--- config.mk ---
export PLATFORM = sky130hd
export DESIGN_NAME = signed_integer_text_parser_top
export DESIGN_NICKNAME = d
export VERILOG_FILES = /design/src/rtl/sitp_pkg.sv /design/src/rtl/sitp_front.sv /design/src/rtl/sitp_queue.sv /design/src/rtl/sitp_back.sv /design/src/rtl/signed_integer_text_parser_top.sv
export SDC_FILE = /design/constraint.sdc
export NUM_CORES = 1
export LEC_CHECK = 0
export BUFFER_PORTS_ARGS = -buffer_cell sky130_fd_sc_hd__buf_2
export CAP_MARGIN = 20
export CORE_UTILIZATION = 35
export CTS_CLUSTER_DIAMETER = 30
export DETAILED_ROUTE_END_ITERATION = 7
export PLACE_DENSITY = 0.6
export SYNTH_ARGS = -nofsm -noshare
export SYNTH_HDL_FRONTEND = slang
export SYNTH_SLANG_ARGS = --single-unit
--- constraint.sdc ---
create_clock -name clock -period 11.7 [get_ports clock]
set_input_delay 2.34 -clock clock [delete_from_list [all_inputs] [get_ports clock]]
set_output_delay 2.34 -clock clock [all_outputs]
set_load 0.01 [all_outputs]
--- src/rtl/sitp_pkg.sv ---
// Package for the signed integer text parser: character codes, character classes
// and the queue item type that the front and back parts share.
// No dependencies.
package sitp_pkg;

   localparam int CHAR_BITS        = 8;
   localparam int VALUE_BITS       = 32;
   localparam int DIGIT_BITS       = 4;
   localparam int CLASS_BITS       = 3;
   localparam int QUEUE_DEPTH      = 2;
   localparam int QUEUE_PTR_BITS   = 1;
   localparam int QUEUE_COUNT_BITS = 2;

   localparam logic [CHAR_BITS-1:0] CH_TAB      = 8'h09;
   localparam logic [CHAR_BITS-1:0] CH_CR       = 8'h0D;
   localparam logic [CHAR_BITS-1:0] CH_SPACE    = 8'h20;
   localparam logic [CHAR_BITS-1:0] CH_PLUS     = 8'h2B;
   localparam logic [CHAR_BITS-1:0] CH_MINUS    = 8'h2D;
   localparam logic [CHAR_BITS-1:0] CH_ZERO     = 8'h30;
   localparam logic [CHAR_BITS-1:0] CH_NINE     = 8'h39;
   localparam logic [CHAR_BITS-1:0] CH_UPPER_A  = 8'h41;
   localparam logic [CHAR_BITS-1:0] CH_UPPER_F  = 8'h46;
   localparam logic [CHAR_BITS-1:0] CH_LOWER_A  = 8'h61;
   localparam logic [CHAR_BITS-1:0] CH_LOWER_F  = 8'h66;
   localparam logic [CHAR_BITS-1:0] CH_LOWER_X  = 8'h78;

   localparam logic [DIGIT_BITS-1:0] HEX_LETTER_OFFSET = 4'd9;

   localparam logic [CLASS_BITS-1:0] CLS_OTHER = 3'd0;
   localparam logic [CLASS_BITS-1:0] CLS_BLANK = 3'd1;
   localparam logic [CLASS_BITS-1:0] CLS_MINUS = 3'd2;
   localparam logic [CLASS_BITS-1:0] CLS_PLUS  = 3'd3;
   localparam logic [CLASS_BITS-1:0] CLS_ZERO  = 3'd4;
   localparam logic [CLASS_BITS-1:0] CLS_DEC   = 3'd5;
   localparam logic [CLASS_BITS-1:0] CLS_LOWX  = 3'd6;
   localparam logic [CLASS_BITS-1:0] CLS_HEXL  = 3'd7;

   typedef struct packed {
      logic                  start;
      logic [CLASS_BITS-1:0] cls;
      logic [DIGIT_BITS-1:0] digit;
   } item_type;

endpackage

--- src/rtl/sitp_front.sv ---
// Front part of the signed integer text parser: takes characters and classifies them.
// Depends on sitp_pkg.
module sitp_front (
   input  logic [sitp_pkg::CHAR_BITS-1:0] ch,
   input  logic                           start,
   output sitp_pkg::item_type             item
);

   logic [sitp_pkg::CLASS_BITS-1:0] cls;
   logic [sitp_pkg::DIGIT_BITS-1:0] digit;

   always_comb begin
      cls   = sitp_pkg::CLS_OTHER;
      digit = ch[sitp_pkg::DIGIT_BITS-1:0];
      priority if (ch == sitp_pkg::CH_SPACE ||
                   (ch >= sitp_pkg::CH_TAB && ch <= sitp_pkg::CH_CR)) begin
         cls = sitp_pkg::CLS_BLANK;
      end else if (ch == sitp_pkg::CH_MINUS) begin
         cls = sitp_pkg::CLS_MINUS;
      end else if (ch == sitp_pkg::CH_PLUS) begin
         cls = sitp_pkg::CLS_PLUS;
      end else if (ch == sitp_pkg::CH_ZERO) begin
         cls = sitp_pkg::CLS_ZERO;
      end else if (ch > sitp_pkg::CH_ZERO && ch <= sitp_pkg::CH_NINE) begin
         cls = sitp_pkg::CLS_DEC;
      end else if (ch == sitp_pkg::CH_LOWER_X) begin
         cls = sitp_pkg::CLS_LOWX;
      end else if ((ch >= sitp_pkg::CH_LOWER_A && ch <= sitp_pkg::CH_LOWER_F) ||
                   (ch >= sitp_pkg::CH_UPPER_A && ch <= sitp_pkg::CH_UPPER_F)) begin
         cls   = sitp_pkg::CLS_HEXL;
         digit = ch[sitp_pkg::DIGIT_BITS-1:0] + sitp_pkg::HEX_LETTER_OFFSET;
      end else begin
         cls = sitp_pkg::CLS_OTHER;
      end
   end

   assign item.start = start;
   assign item.cls   = cls;
   assign item.digit = digit;

endmodule

--- src/rtl/sitp_queue.sv ---
// Two-entry queue of classified characters between the front and back parts.
// Depends on sitp_pkg.
module sitp_queue (
   input  logic               clock,
   input  logic               reset,
   input  logic               push,
   input  sitp_pkg::item_type push_item,
   output logic               full,
   input  logic               pop,
   output logic               not_empty,
   output sitp_pkg::item_type pop_item
);

   sitp_pkg::item_type                    entry_ff [sitp_pkg::QUEUE_DEPTH];
   logic [sitp_pkg::QUEUE_PTR_BITS-1:0]   wr_ptr_ff, wr_ptr_in;
   logic [sitp_pkg::QUEUE_PTR_BITS-1:0]   rd_ptr_ff, rd_ptr_in;
   logic [sitp_pkg::QUEUE_COUNT_BITS-1:0] count_ff, count_in;

   assign full      = (count_ff == sitp_pkg::QUEUE_COUNT_BITS'(sitp_pkg::QUEUE_DEPTH));
   assign not_empty = (count_ff != '0);
   assign pop_item  = entry_ff[rd_ptr_ff];

   always_comb begin
      wr_ptr_in = push ? wr_ptr_ff + 1'b1 : wr_ptr_ff;
      rd_ptr_in = pop  ? rd_ptr_ff + 1'b1 : rd_ptr_ff;
      count_in  = count_ff;
      if (push && !pop) begin
         count_in = count_ff + 1'b1;
      end else if (pop && !push) begin
         count_in = count_ff - 1'b1;
      end
   end

   always_ff @(posedge clock) begin
      if (reset) begin
         wr_ptr_ff <= '0;
         rd_ptr_ff <= '0;
         count_ff  <= '0;
      end else begin
         wr_ptr_ff <= wr_ptr_in;
         rd_ptr_ff <= rd_ptr_in;
         count_ff  <= count_in;
      end
   end

   always_ff @(posedge clock) begin
      if (push) begin
         entry_ff[wr_ptr_ff] <= push_item;
      end
   end

`ifndef NO_ASSERTIONS
   a_count_bound: assert property (@(posedge clock) disable iff (reset)
      count_ff <= sitp_pkg::QUEUE_COUNT_BITS'(sitp_pkg::QUEUE_DEPTH))
      else $error("queue count beyond depth");
   a_pop_nonempty: assert property (@(posedge clock) disable iff (reset)
      pop |-> not_empty)
      else $error("queue popped while empty");
   a_pass_through: assert property (@(posedge clock) disable iff (reset)
      push && pop |=> $stable(count_ff))
      else $error("queue count moved on push with pop");
`endif

endmodule

--- src/rtl/sitp_back.sv ---
// Back part of the signed integer text parser: parse state, accumulator and
// the result register. Depends on sitp_pkg.
module sitp_back #(
   parameter int WORD_BITS = 32
) (
   input  logic                            clock,
   input  logic                            reset,
   input  logic                            q_valid,
   input  sitp_pkg::item_type              q_item,
   output logic                            q_pop,
   output logic                            rsp_valid,
   input  logic                            rsp_ready,
   output logic [sitp_pkg::VALUE_BITS-1:0] rsp_value,
   output logic                            rsp_found
);

   localparam logic [2:0] PH_DONE = 3'd0;
   localparam logic [2:0] PH_LEAD = 3'd1;
   localparam logic [2:0] PH_SIGN = 3'd2;
   localparam logic [2:0] PH_ZERO = 3'd3;
   localparam logic [2:0] PH_HEX0 = 3'd4;
   localparam logic [2:0] PH_HEX  = 3'd5;
   localparam logic [2:0] PH_DEC  = 3'd6;

   logic [2:0]                      phase_ff, phase_in;
   logic [WORD_BITS-1:0]            acc_ff, acc_in;
   logic                            neg_ff, neg_in;
   logic                            rsp_valid_ff, rsp_valid_in;
   logic [sitp_pkg::VALUE_BITS-1:0] rsp_value_ff;
   logic                            rsp_found_ff;

   logic [2:0]                      ph;
   logic [WORD_BITS-1:0]            acc;
   logic                            neg;
   logic [WORD_BITS-1:0]            digit_ext;
   logic [WORD_BITS-1:0]            acc_dec;
   logic [WORD_BITS-1:0]            acc_hex;
   logic                            emit;
   logic                            found;
   logic                            is_digit;
   logic                            out_free;
   logic [WORD_BITS-1:0]            mag;
   logic [WORD_BITS-1:0]            word_v;
   logic [sitp_pkg::VALUE_BITS-1:0] value_ext;

   always_comb begin
      ph        = q_item.start ? PH_LEAD : phase_ff;
      acc       = q_item.start ? '0 : acc_ff;
      neg       = q_item.start ? 1'b0 : neg_ff;
      digit_ext = WORD_BITS'(q_item.digit);
      acc_dec   = (acc << 3) + (acc << 1) + digit_ext;
      acc_hex   = (acc << 4) | digit_ext;
      is_digit  = (q_item.cls == sitp_pkg::CLS_ZERO) || (q_item.cls == sitp_pkg::CLS_DEC);
      phase_in  = ph;
      acc_in    = acc;
      neg_in    = neg;
      emit      = 1'b0;
      found     = 1'b0;
      unique case (ph)
         PH_LEAD, PH_SIGN: begin
            if (ph == PH_LEAD && q_item.cls == sitp_pkg::CLS_BLANK) begin
               phase_in = PH_LEAD;
            end else if (ph == PH_LEAD && q_item.cls == sitp_pkg::CLS_MINUS) begin
               neg_in   = 1'b1;
               phase_in = PH_SIGN;
            end else if (ph == PH_LEAD && q_item.cls == sitp_pkg::CLS_PLUS) begin
               phase_in = PH_SIGN;
            end else if (is_digit) begin
               acc_in   = digit_ext;
               phase_in = (q_item.cls == sitp_pkg::CLS_ZERO) ? PH_ZERO : PH_DEC;
            end else begin
               emit = 1'b1;
            end
         end
         PH_ZERO: begin
            if (q_item.cls == sitp_pkg::CLS_LOWX) begin
               phase_in = PH_HEX0;
            end else if (is_digit) begin
               acc_in   = digit_ext;
               phase_in = PH_DEC;
            end else begin
               emit  = 1'b1;
               found = 1'b1;
            end
         end
         PH_HEX0, PH_HEX: begin
            if (is_digit || q_item.cls == sitp_pkg::CLS_HEXL) begin
               acc_in   = acc_hex;
               phase_in = PH_HEX;
            end else begin
               emit  = 1'b1;
               found = 1'b1;
            end
         end
         PH_DEC: begin
            if (is_digit) begin
               acc_in = acc_dec;
            end else begin
               emit  = 1'b1;
               found = 1'b1;
            end
         end
         default: begin
            phase_in = ph;
         end
      endcase
      if (emit) begin
         phase_in = PH_DONE;
      end
   end

   always_comb begin
      mag    = found ? acc : '0;
      word_v = (found && neg) ? (~mag + 1'b1) : mag;
   end

   generate
      if (WORD_BITS >= sitp_pkg::VALUE_BITS) begin : g_trunc
         assign value_ext = word_v[sitp_pkg::VALUE_BITS-1:0];
      end else begin : g_sext
         assign value_ext = {{(sitp_pkg::VALUE_BITS-WORD_BITS){word_v[WORD_BITS-1]}}, word_v};
      end
   endgenerate

   assign out_free = !rsp_valid_ff || rsp_ready;
   assign q_pop    = q_valid && (!emit || out_free);

   always_comb begin
      rsp_valid_in = rsp_valid_ff && !rsp_ready;
      if (q_pop && emit) begin
         rsp_valid_in = 1'b1;
      end
   end

   always_ff @(posedge clock) begin
      if (reset) begin
         phase_ff     <= PH_DONE;
         acc_ff       <= '0;
         neg_ff       <= 1'b0;
         rsp_valid_ff <= 1'b0;
      end else begin
         if (q_pop) begin
            phase_ff <= phase_in;
            acc_ff   <= acc_in;
            neg_ff   <= neg_in;
         end
         rsp_valid_ff <= rsp_valid_in;
      end
   end

   always_ff @(posedge clock) begin
      if (q_pop && emit) begin
         rsp_value_ff <= value_ext;
         rsp_found_ff <= found;
      end
   end

   assign rsp_valid = rsp_valid_ff;
   assign rsp_value = rsp_value_ff;
   assign rsp_found = rsp_found_ff;

`ifndef NO_ASSERTIONS
   a_done_after_result: assert property (@(posedge clock) disable iff (reset)
      q_pop && emit |=> phase_ff == PH_DONE)
      else $error("parser not done after result");
   a_no_digits_zero: assert property (@(posedge clock) disable iff (reset)
      rsp_valid_ff && !rsp_found_ff |-> rsp_value_ff == '0)
      else $error("nonzero value without digits");
   a_start_leaves_done: assert property (@(posedge clock) disable iff (reset)
      q_pop && q_item.start && !emit |=> phase_ff != PH_DONE)
      else $error("start flag did not begin a parse");
`endif

endmodule

--- src/rtl/signed_integer_text_parser_top.sv ---
// Top level of the signed integer text parser (atoi with 0x hexadecimal).
// Depends on sitp_pkg, sitp_front, sitp_queue and sitp_back.
//
//   channel | direction | tdata               | tuser
//   req     | in        | [7:0] ch            | [0] start_of_string
//   rsp     | out       | [31:0] value        | [0] found_digits
//
// One character per cycle sustained while rsp is not stalled; the character that
// ends the number passes a queue entry, then the result register.
// The accumulate step (shift and add over WORD_BITS) sets the clock period.
// Reset is synchronous and empties the queue and the result register.
// A stalled rsp side holds the result; up to two more characters queue behind it.
module signed_integer_text_parser_top #(
   parameter int WORD_BITS = 32
) (
   input  logic        clock,
   input  logic        reset,
   input  logic        req_tvalid,
   output logic        req_tready,
   input  logic [7:0]  req_tdata,   // [7:0] ch
   input  logic [0:0]  req_tuser,   // [0] start_of_string
   output logic        rsp_tvalid,
   input  logic        rsp_tready,
   output logic [31:0] rsp_tdata,   // [31:0] value
   output logic [0:0]  rsp_tuser    // [0] found_digits
);

   sitp_pkg::item_type front_item;
   sitp_pkg::item_type q_item;
   logic               q_full;
   logic               q_valid;
   logic               q_pop;
   logic               push;

   assign req_tready = !q_full;
   assign push       = req_tvalid && !q_full;

   sitp_front u_front (
      .ch    (req_tdata),
      .start (req_tuser[0]),
      .item  (front_item)
   );

   sitp_queue u_queue (
      .clock     (clock),
      .reset     (reset),
      .push      (push),
      .push_item (front_item),
      .full      (q_full),
      .pop       (q_pop),
      .not_empty (q_valid),
      .pop_item  (q_item)
   );

   sitp_back #(
      .WORD_BITS (WORD_BITS)
   ) u_back (
      .clock     (clock),
      .reset     (reset),
      .q_valid   (q_valid),
      .q_item    (q_item),
      .q_pop     (q_pop),
      .rsp_valid (rsp_tvalid),
      .rsp_ready (rsp_tready),
      .rsp_value (rsp_tdata),
      .rsp_found (rsp_tuser[0])
   );

endmodule

==> results.md, run 1 <==
- Run status: completed
- R2R cell count: 14
- Required @ worst endpoint: around 12 ns
- Final wirelength: 20.9 mm
- CTS max path bufs: 2
- DRC: 0
- H-tree levels: 3
- Post-layout min period: 5.00 ns
- Layout area overhead: 10.2%
- Post-synth EDFFs: between 40 and 50
- Clk_lat worst skew: ~0.35 ns
- Cell Count, Final, Fillers Out: roughly 1200
- CTS tree: built
- Synthesized net count: roughly 1000
- Total grt overflow: 0
- Peak VDD IR: around 0.073 mV
- # Post-CTS Setup Buffers: 0
- Antenna violations before repair: 0
- Fmax: 200 MHz
- Final period util: 42.7%
- Final setup viols: 0
- Critical path class: flip-flop to flip-flop
- Cell taking the most area after synthesis: edfxtp_1
- CP arrival: about 5.2 ns
- Seq/Total Area, Yosys: around 31%
- Commonest cells post-synth: nor2_1 (97), nand2_1 (81), ha_1 (65)
- Clock root cell: clkbuf_16
- Most common cell in the netlist: nor2_1
- First-pass GRT wire length: 33.5 mm
- Worst setup slack after placement: 6.85 ns
- Pwr dens: between 150 and 200 nW/um^2
- Async SR Flop Fraction: 0%
- Post-route setup slack: between 6 and 7 ns
- Max Cap Viol: 0
- Largest cells by area after synthesis: edfxtp_1 (19%), dfxtp_1 (11%), ha_1 (11%), nor2_1 (4.8%), a21oi_1 (4.2%)
- Total CTS buffers: 9
- Diodes inserted: 0
- Post-CTS Hold Buffers: 0
- Slew headroom: 34.3%
- Synth Instances: a little over 900
- Ports: 48
- Core outline area: 21200 um^2
- Post-synth top area share: between 10% and 20%
- Fin area: around 8300 um^2
- Die H: around 150 um
- GRT Overall Usage: a little under a fifth
- # rows: 53
- Syn Std Cell Area: between 7000 and 8000 um^2
- Vias in the first global route: approximately 6000
- Worst Hold Class: flip-flop to flip-flop
- Routed len/inst: around 17 um
- RSZ-0062 raised after global routing: no
- CTS clk-pin slew, worst paths: 0.07 ns
- First DRT Iteration DRCs: between 700 and 800
- Lkg Pwr: ~0.0034 uW
- WHS Path Cells: 2
- Largest net degree at the start of global routing: 50
- Slew Limit Fails: 0
- Final hold vios: 0
- GPL Wtd Cong: 0.909
- Final nets: roughly 1000
- Synth Flop Type: edfxtp_1
- Worst Skew: 0.0153 ns
- Unique masters post-synth: 77
- Average vias per placed instance: a little under 6
- Share of layout cells above drive strength 1: about 9.2%
- Critical-path maximum fanout: a little under 50
- Synth Register Bits: 91
- Die X: 149 um
- CP startpoint kind: flip-flop
- Die ar.: roughly 22000 um^2
- Vias: around 7000
- # resized after CTS: 0
- Final ANT Viol Nets: 0
- Fillers: 2130
- Syn_area_per_cell: a little over 8 um^2
- Worst hold margin: ~0.52 ns
- DP Cell Count: 1198
- Slew at the pin closest to its max-slew limit: roughly 0.98 ns
- Initial core utilization: about 36%
- DR pass1 iterations: 5
- CP endpoint kind: flip-flop
- IO Port Bufs: between 40 and 50
- Post-place instance area: 8040 um^2
- Ys Warns: 0
- Post-DP HPWL: approximately 16 mm
- Clock Sinks: 91
- Setup TNS: 0 ns
==> layer usage <==
layer | vias up | global-route usage [%] | wire length, um
met1 | 3246 | 28.8 | 10200
met5 | - | 0 | 0
met4 | 0 | 5.46 | 345
li1 | 3480 | - | -
met2 | 293 | 27.4 | 8960
met3 | 24 | 2.17 | 1410
==> cell families after synthesis <==
logic type               Yosys count  share of synthesized area, %
AND/OR/NAND/NOR                  311                          19.8
adder cells (fa/ha/maj)           66                          11.0
AO/OA/AOI/OAI                    299                          26.6
multiplexers                      15                          2.05
buffers and inverters             90                          4.56
flip-flops                        91                          30.5
XOR/XNOR                          48                          5.55
==> sequential cells by signal (all words and copies together), names as in the netlist, named ones only <==
register,cells
u_back.acc_ff,32
u_back.rsp_value,32
u_queue.entry_ff,16
u_back.phase_ff,3
u_queue.count_ff,2
u_back.neg_ff,1
u_back.rsp_found,1
u_back.rsp_valid,1
u_queue.rd_ptr_ff,1
u_queue.wr_ptr_ff,1
==> metrics by stage <==
stage                     power (uW)  util (%)
after floorplan                  867         -
after global placement          1020      38.0
after detailed placement        1020      38.0
after CTS                       1330      39.5
after global routing            1420      39.5
final                           1340      39.5
==> report_power, final <==
| part | leakage (uW) | internal, uW | switching, uW |
|---|---|---|---|
| Sequential | 0.000805 | 409 | 59.4 |
| Combinational | 0.00248 | 195 | 364 |
| Clock | 0.000151 | 188 | 123 |
| Total | 0.00344 | 792 | 546 |
==> cells in the final DEF, fill, tap and decap left out, types with 9 or more instances in the layout <==
| cell type | netlist | layout |
|---|---|---|
| a31oi_1 | 13 | 13 |
| clkbuf_16 | 0 | 9 |
| nand2_1 | 81 | 81 |
| xor2_1 | 17 | 17 |
| o22ai_1 | 16 | 16 |
| ha_1 | 65 | 65 |
| a21oi_1 | 64 | 64 |
| mux2i_1 | 11 | 10 |
| buf_2 | 6 | 47 |
| a21o_1 | 18 | 18 |
| inv_1 | 38 | 38 |
| a22oi_1 | 12 | 12 |
| o21a_1 | 10 | 10 |
| nand3_1 | 24 | 24 |
| o21ai_0 | 63 | 63 |
| nor2_1 | 97 | 96 |
| nand4_1 | 9 | 9 |
| a211oi_1 | 9 | 9 |
| and2_1 | 17 | 17 |
| nor3_1 | 22 | 21 |
| o21bai_1 | 9 | 9 |
| xnor2_1 | 31 | 31 |
| edfxtp_1 | 49 | 49 |
| a221oi_1 | 11 | 11 |
| dfxtp_1 | 42 | 42 |
==> critical path: stages, from the launching register on <==
cell	delay, ns
dfxtp_1	0.73
mux2i_4	0.32
buf_4	0.44
nand2_1	0.29
inv_1	0.15
ha_1	0.24
ha_1	0.37
a21o_1	0.18
a31oi_1	0.32
a21oi_1	0.17
a311o_1	0.42
a2111oi_0	0.62
xnor2_1	0.19
a221oi_1	0.29
nor3_1	0.08
==> cell type report <==
type,count,area [um^2],share of cell area (%)
Clock buffer,12,236,2.83
Clock inverter,4,75.1,0.899
Inverter,39,146,1.75
Multi-Input combinational cell,739,4950,59.2
Sequential cell,91,2310,27.7
Tap cell,275,344,4.12
Timing Repair Buffer,54,288,3.45
==> final timing paths <==
check	endpoint	slack, ns	start
hold reg to reg	u_queue.rd_ptr_ff	0.52	u_queue.rd_ptr_ff
setup reg to reg	u_back.acc_ff[15]	6.70	flip-flop
setup / recovery	u_back.acc_ff[15]	6.70	flip-flop
hold / removal	u_queue.rd_ptr_ff	0.52	u_queue.rd_ptr_ff
(Power assumes the default switching activity.)
==> inputs of run 2 (changes only) <==
--- a/config.mk
+++ b/config.mk
@@ -5,6 +5,7 @@
 export SDC_FILE = /design/constraint.sdc
 export NUM_CORES = 1
 export LEC_CHECK = 0
+export ABC_AREA = 1
 export BUFFER_PORTS_ARGS = -buffer_cell sky130_fd_sc_hd__buf_2
 export CAP_MARGIN = 20
 export CORE_UTILIZATION = 35
==> constraint.sdc (replaced) <==
create_clock -name clock -period 5.1 [get_ports clock]
set_input_delay 1.02 -clock clock [delete_from_list [all_inputs] [get_ports clock]]
set_output_delay 1.02 -clock clock [all_outputs]
set_load 0.01 [all_outputs]
==> results.md, run 2 <==
- Run status: completed
- CTS tree: built
- GPL Wtd Cong: 0.985
- Layout area overhead: 9.79%
- Critical path class: flip-flop to flip-flop
- Core outline area: between 20000 and 25000 um^2
- Post-CTS Hold Buffers: 0
- Worst Skew: approximately 0.011 ns
- Routed len/inst: between 15 and 20 um
- Clock root cell: clkbuf_16
- Worst Hold Class: flip-flop to flip-flop
- Clk_lat worst skew: roughly 0.35 ns
- Vias: 8547
- Clock Sinks: 91
- Die X: 155 um
- DR pass1 iterations: 5
- Syn_area_per_cell: 6.58 um^2
- # resized after CTS: 0
- Post-synth EDFFs: 49
- Adder-cell area share of the yosys netlist: around a tenth
- Commonest cells after routing, fill and taps aside: nand2_1 (344), nor2_1 (137), inv_1 (129), a21oi_1 (97), o21ai_0 (88)
- Xor and xnor area share after synthesis: 2.03%
- Switching portion of total power: 51.0%
- Initial core utilization: a little over a third
- Most common cell after layout, fill and taps aside: nand2_1
- Largest net degree at the start of global routing: 63
- Setup TNS: 0 ns
- # rows: 55
- First-pass GRT wire length: 43.0 mm
- DP Cell Count: 1579
- Seq/Total Area, Yosys: 28.2%
- IO Port Bufs: 47
- P_int: 2280 uW
- Post-synth top area share: 17.9%
- Commonest cells post-synth: nand2_1 (344), nor2_1 (137), inv_1 (129)
- Total grt overflow: 0
- Final nets: roughly 1400
- # Post-CTS Setup Buffers: 0
- Slew Limit Fails: 0
- Simple-Gate Fraction of Synth Area: a little under a third
- Ports: 48
- Slew at the pin closest to its max-slew limit: roughly 1 ns
- Comb power frac: 58.9%
- Ys Warns: 0
- CP endpoint kind: flip-flop
- Hold Path Origin: u_queue.rd_ptr_ff
- Clock Power Share: 15.0%
- Antenna violations before repair: 0
- Pwr dens: a little over 500 nW/um^2
- FF-to-FF setup slack: ~0.83 ns
- Lkg Pwr: 0.00431 uW
- First DRT Iteration DRCs: around 860
- Share of layout cells above drive strength 1: under 10%
- Cell Count, Final, Fillers Out: between 1500 and 2000
- Final period util: a little over four fifths
- Synthesized net count: roughly 1300
- Diodes inserted: 0
- Most common cell in the netlist: nand2_1
- Die H: 155 um
- Die ar.: 24100 um^2
- CP startpoint kind: flip-flop
- Total CTS buffers: 9
- DRC: 0
- Final wirelength: around 27 mm
- Syn Std Cell Area: approximately 8200 um^2
- H-tree levels: 3
- Sw power: ~2400 uW
- Slew headroom: between 30% and 40%
- Synth Flop Type: edfxtp_1
- Compound-Gate Fraction of Synth Area: between 10% and 20%
- Post-DP HPWL: between 20 and 25 mm
- Synth Instances: about 1200
- Main combinational cell family by area after synthesis: simple AND/OR/NAND/NOR gates
- Largest cells by area after synthesis: edfxtp_1 (18%), nand2_1 (16%), dfxtp_1 (10%), ha_1 (9.9%), nor2_1 (6.3%)
- Vias in the first global route: 7962
- Final hold vios: 0
- CTS max path bufs: 2
- Fmax: between 200 and 250 MHz
- GRT Overall Usage: around 23%
- Max Cap Viol: 0
- CTS clk-pin slew, worst paths: ~0.07 ns
- Post-layout min period: 4.27 ns
- CP arrival: around 4.5 ns
- Peak VDD IR: about 0.29 mV
- Synth Register Bits: 91
- Seq pwr share: between 20% and 30%
- Final ANT Viol Nets: 0
- Mux cell area share after synthesis: less than 1%
- RSZ-0062 raised after global routing: no
- Async SR Flop Fraction: 0%
- Required @ worst endpoint: around 5.3 ns
- Cell taking the most area after synthesis: edfxtp_1
- Critical-path maximum fanout: 27
- Final setup viols: 0
- Unique masters post-synth: 48
- Average vias per placed instance: between 5 and 6
-- run 2: cell types whose count changed after synthesis, moves of 25 or more --
cell	delta
nand2_1	+263
inv_1	+91
nand3_1	+44
nor2_1	+40
a21oi_1	+33
clkbuf_1	-33
o21ai_1	+29
o21ai_0	+25
-- run 2: metrics by stage --
step	hold slack [ns]	total power, uW	area [um^2]	utilization [%]	setup slack, ns
after floorplan	0.432	3160	8200	-	2.07
after global routing	0.464	5030	9010	39.4	0.450
final	0.463	4650	9010	39.4	0.834
after global placement	0.442	3910	8710	38.1	0.949
after detailed placement	0.449	3920	8710	38.1	0.937
after CTS	0.459	4630	9010	39.4	0.916
-- run 2: final cells by class --
| cell class | count | area [um^2] |
|---|---|---|
| sequential | 91 | 2310 |
| clock buffer | 9 | 225 |
| clock inverter | 7 | 73.8 |
| tap | 313 | 392 |
| inverter | 146 | 549 |
| fill | 2478 | 13800 |
| multi-input combinational | 974 | 5160 |
| timing repair buffer | 55 | 295 |
-- run 2: worst max-delay path: stages (launching register included) --
cell and delay, ns:
dfxtp_1 0.60, inv_2 0.15, nand2_4 0.12, nand2_4 0.10, inv_2 0.43, nand2_1 0.22, inv_1 0.26, ha_1 0.28
ha_1 0.34, nand2_1 0.10, a21oi_1 0.35, nand2_1 0.12, nand2_1 0.17, nand2_1 0.07, nand2_1 0.15, nand2_1 0.10
nand3_1 0.08, nand2_1 0.05, o21ai_0 0.17, nand2_1 0.09, nor3_1 0.14, nor2_1 0.05
-- run 2: worst paths after layout --
path,to,cells after the start
min reg2reg,u_queue.rd_ptr_ff,1
max reg2reg,u_back.acc_ff[16],21
max,u_back.acc_ff[16],21
min,u_queue.rd_ptr_ff,1
-- run 2: power by group through the flow --
stage | logic [uW] | clock network, uW | registers (uW)
floorplan | 1900 | 0 | 1260
global placement | 2680 | 0 | 1230
detailed placement | 2690 | 0 | 1230
CTS | 2700 | 713 | 1210
global route | 3050 | 734 | 1250
finish | 2740 | 699 | 1210
-- run 2: cells by family after synthesis --
kind of cell               after synthesis
xor gates and xnor gates                19
DFF                                     91
muxes                                    1
buffers and inverters                  181
and+or+nand+nor                        605
adders and majority gates               66
AOI/OAI and AO/OA                      283
-- run 2: metal layers --
| metal | vias to the layer above | wire (um) | global-route usage, % |
|---|---|---|---|
| met5 | - | 0 | 0 |
| met3 | 66 | 2000 | 2.92 |
| met2 | 357 | 12200 | 37.0 |
| met4 | 0 | 924 | 9.05 |
| met1 | 3881 | 12100 | 31.2 |
| li1 | 4243 | - | - |
==> inputs of run 3 (changes only) <==
--- a/config.mk
+++ b/config.mk
@@ -11,7 +11,7 @@
 export CORE_UTILIZATION = 35
 export CTS_CLUSTER_DIAMETER = 30
 export DETAILED_ROUTE_END_ITERATION = 7
-export PLACE_DENSITY = 0.6
+export PLACE_DENSITY = 0.62
 export SYNTH_ARGS = -nofsm -noshare
 export SYNTH_HDL_FRONTEND = slang
 export SYNTH_SLANG_ARGS = --single-unit
==> constraint.sdc (replaced) <==
create_clock -name clock -period 3.7 [get_ports clock]
set_input_delay 0.74 -clock clock [delete_from_list [all_inputs] [get_ports clock]]
set_output_delay 0.74 -clock clock [all_outputs]
set_load 0.01 [all_outputs]
==> results.md, run 3 (synthesis gave the netlist of run 2 again) <==
- Fmax: around 290 MHz
- Total grt overflow: 0
- CTS max path bufs: 2
- Die X: 155 um
- CTS clk-pin slew, worst paths: around 0.07 ns
- CP arrival: 3.67 ns
- Pwr dens: around 700 nW/um^2
- Layout area overhead: 13.1%
- Most common cell after layout, fill and taps aside: nand2_1
- Worst hold margin: roughly 0.46 ns
- Core outline area: ~23000 um^2
- Worst setup slack after placement: 0.0467 ns
- GRT Overall Usage: a little under a quarter
- CTS tree: built
- Top layer in use: met4
- Largest net degree at the start of global routing: a little over 40
- Post-layout min period: roughly 3.5 ns
- Critical path class: flip-flop to flip-flop
- M1 WL: around 12 mm
- Antenna violations before repair: 0
- Run status: completed
- Vias: roughly 8600
- Max Cap Viol: 0
- DR WL met3: about 2.0 mm
- Peak VDD IR: ~0.33 mV
- DP Cell Count: roughly 1600
- Diodes inserted: 0
- Post-route setup slack: approximately 0.25 ns
- Critical-path maximum fanout: 8
- First DRT Iteration DRCs: 658
- Lkg Pwr: approximately 0.0045 uW
- Post-place instance area: ~9000 um^2
- DR pass1 iterations: 6
- First-pass GRT wire length: around 42 mm
- Required @ worst endpoint: 3.92 ns
- Average vias per placed instance: 5.29
- Final nets: approximately 1400
- Slew headroom: about 28%
- Die H: about 160 um
- DRC: 0
- Post-DP HPWL: between 20 and 25 mm
- Vias in the first global route: roughly 8000
- IO Port Bufs: 47
- Final hold vios: 0
- Worst Skew: roughly 0.0077 ns
- Die ar.: ~24000 um^2
- Ports: 48
- Fin area: roughly 9300 um^2
- Initial core utilization: 35.9%
- Fin util: just over 40%
- Final wirelength: approximately 27 mm
- # rows: 55
- Final ANT Viol Nets: 0
- GPL Wtd Cong: around 1
- Final period util: 93.3%
- Commonest cells after routing, fill and taps aside: nand2_1 (344), nor2_1 (135), inv_1 (128), a21oi_1 (96), o21ai_0 (86)
- Total CTS buffers: 9
- Routed len/inst: between 15 and 20 um
- Final setup viols: 0
- Worst Hold Class: flip-flop to flip-flop
- Cell Count, Final, Fillers Out: around 1600
- Slew at the pin closest to its max-slew limit: between 1 and 1.5 ns
- Slew Limit Fails: 0
- Share of layout cells above drive strength 1: 11.3%
- CP endpoint kind: flip-flop
- Clock Sinks: between 90 and 100
- H-tree levels: 3
- Met2 routed WL: about 12 mm
- Clk_lat worst skew: 0.35 ns
- CP startpoint kind: flip-flop
- Clock root cell: clkbuf_16
run 3: changes by cell type in the layout (fill, tap and decap cells not counted), sizes merged:
cell,change
clkbuf,+1
clkinv,-1
buf,+33
clkinvlp,+1
inv,-1
run 3: through the flow:
step	total power, uW	TNS, ns
floorplan	4360	0
global placement	5540	0
detailed placement	5570	0
CTS	6550	0
global route	7120	-0.0132
finish	6590	0
run 3: critical path, stage by stage (launching register included):
cell	delay, ns
dfxtp_1	0.38
inv_2	0.09
nand2_4	0.10
nand2_4	0.07
buf_4	0.18
nor2_1	0.17
buf_4	0.17
inv_1	0.10
nor2_1	0.18
ha_1	0.22
fa_1	0.21
nand2_1	0.09
a21oi_2	0.23
nand2_1	0.10
nand2_1	0.12
nand2_1	0.07
nand2_1	0.16
nand3_1	0.16
nand3_1	0.11
nand3_1	0.13
nand2_1	0.10
nand2_1	0.06
nand2_1	0.07
a21oi_1	0.06
run 3: final cells by class:
cell class / instances / area (um^2)
timing repair buffer: 88 / 543
multi-input combinational: 974 / 5180
fill: 2421 / 13600
inverter: 146 / 554
sequential: 91 / 2310
clock buffer: 10 / 229
tap: 313 / 392
clock inverter: 6 / 71.3
run 3: path summary, 6_finish.rpt:
kind                                         from                 to  slack, ns  cells after the start
worst max-delay path                    flip-flop  u_back.acc_ff[28]       0.25                     23
worst min-delay path            u_queue.rd_ptr_ff  u_queue.rd_ptr_ff       0.46                      1
worst max register to register          flip-flop  u_back.acc_ff[28]       0.25                     23
worst min register to register  u_queue.rd_ptr_ff  u_queue.rd_ptr_ff       0.46                      1
run 3: where the power goes:
part / switching (uW) / internal, uW / total (uW)
sequential: 163 / 1500 / 1660
combinational: 2730 / 1250 / 3980
clock: 423 / 530 / 953
total: 3310 / 3280 / 6590
run 3: metal layers:
layer | track usage, % | up-vias
met3 | 4.71 | 70
li1 | - | 4319
met1 | 28.8 | 3886
met4 | 9.90 | 0
met2 | 36.9 | 329
met5 | 0 | -
run 3: timing repair:
item / CTS / global route
hold endpoints to repair: 0 / 0
gates resized for setup: 0 / 11
buffers inserted: 0 / 0
hold buffers: 0 / 0
endpoints found under the setup margin: 0 / 18
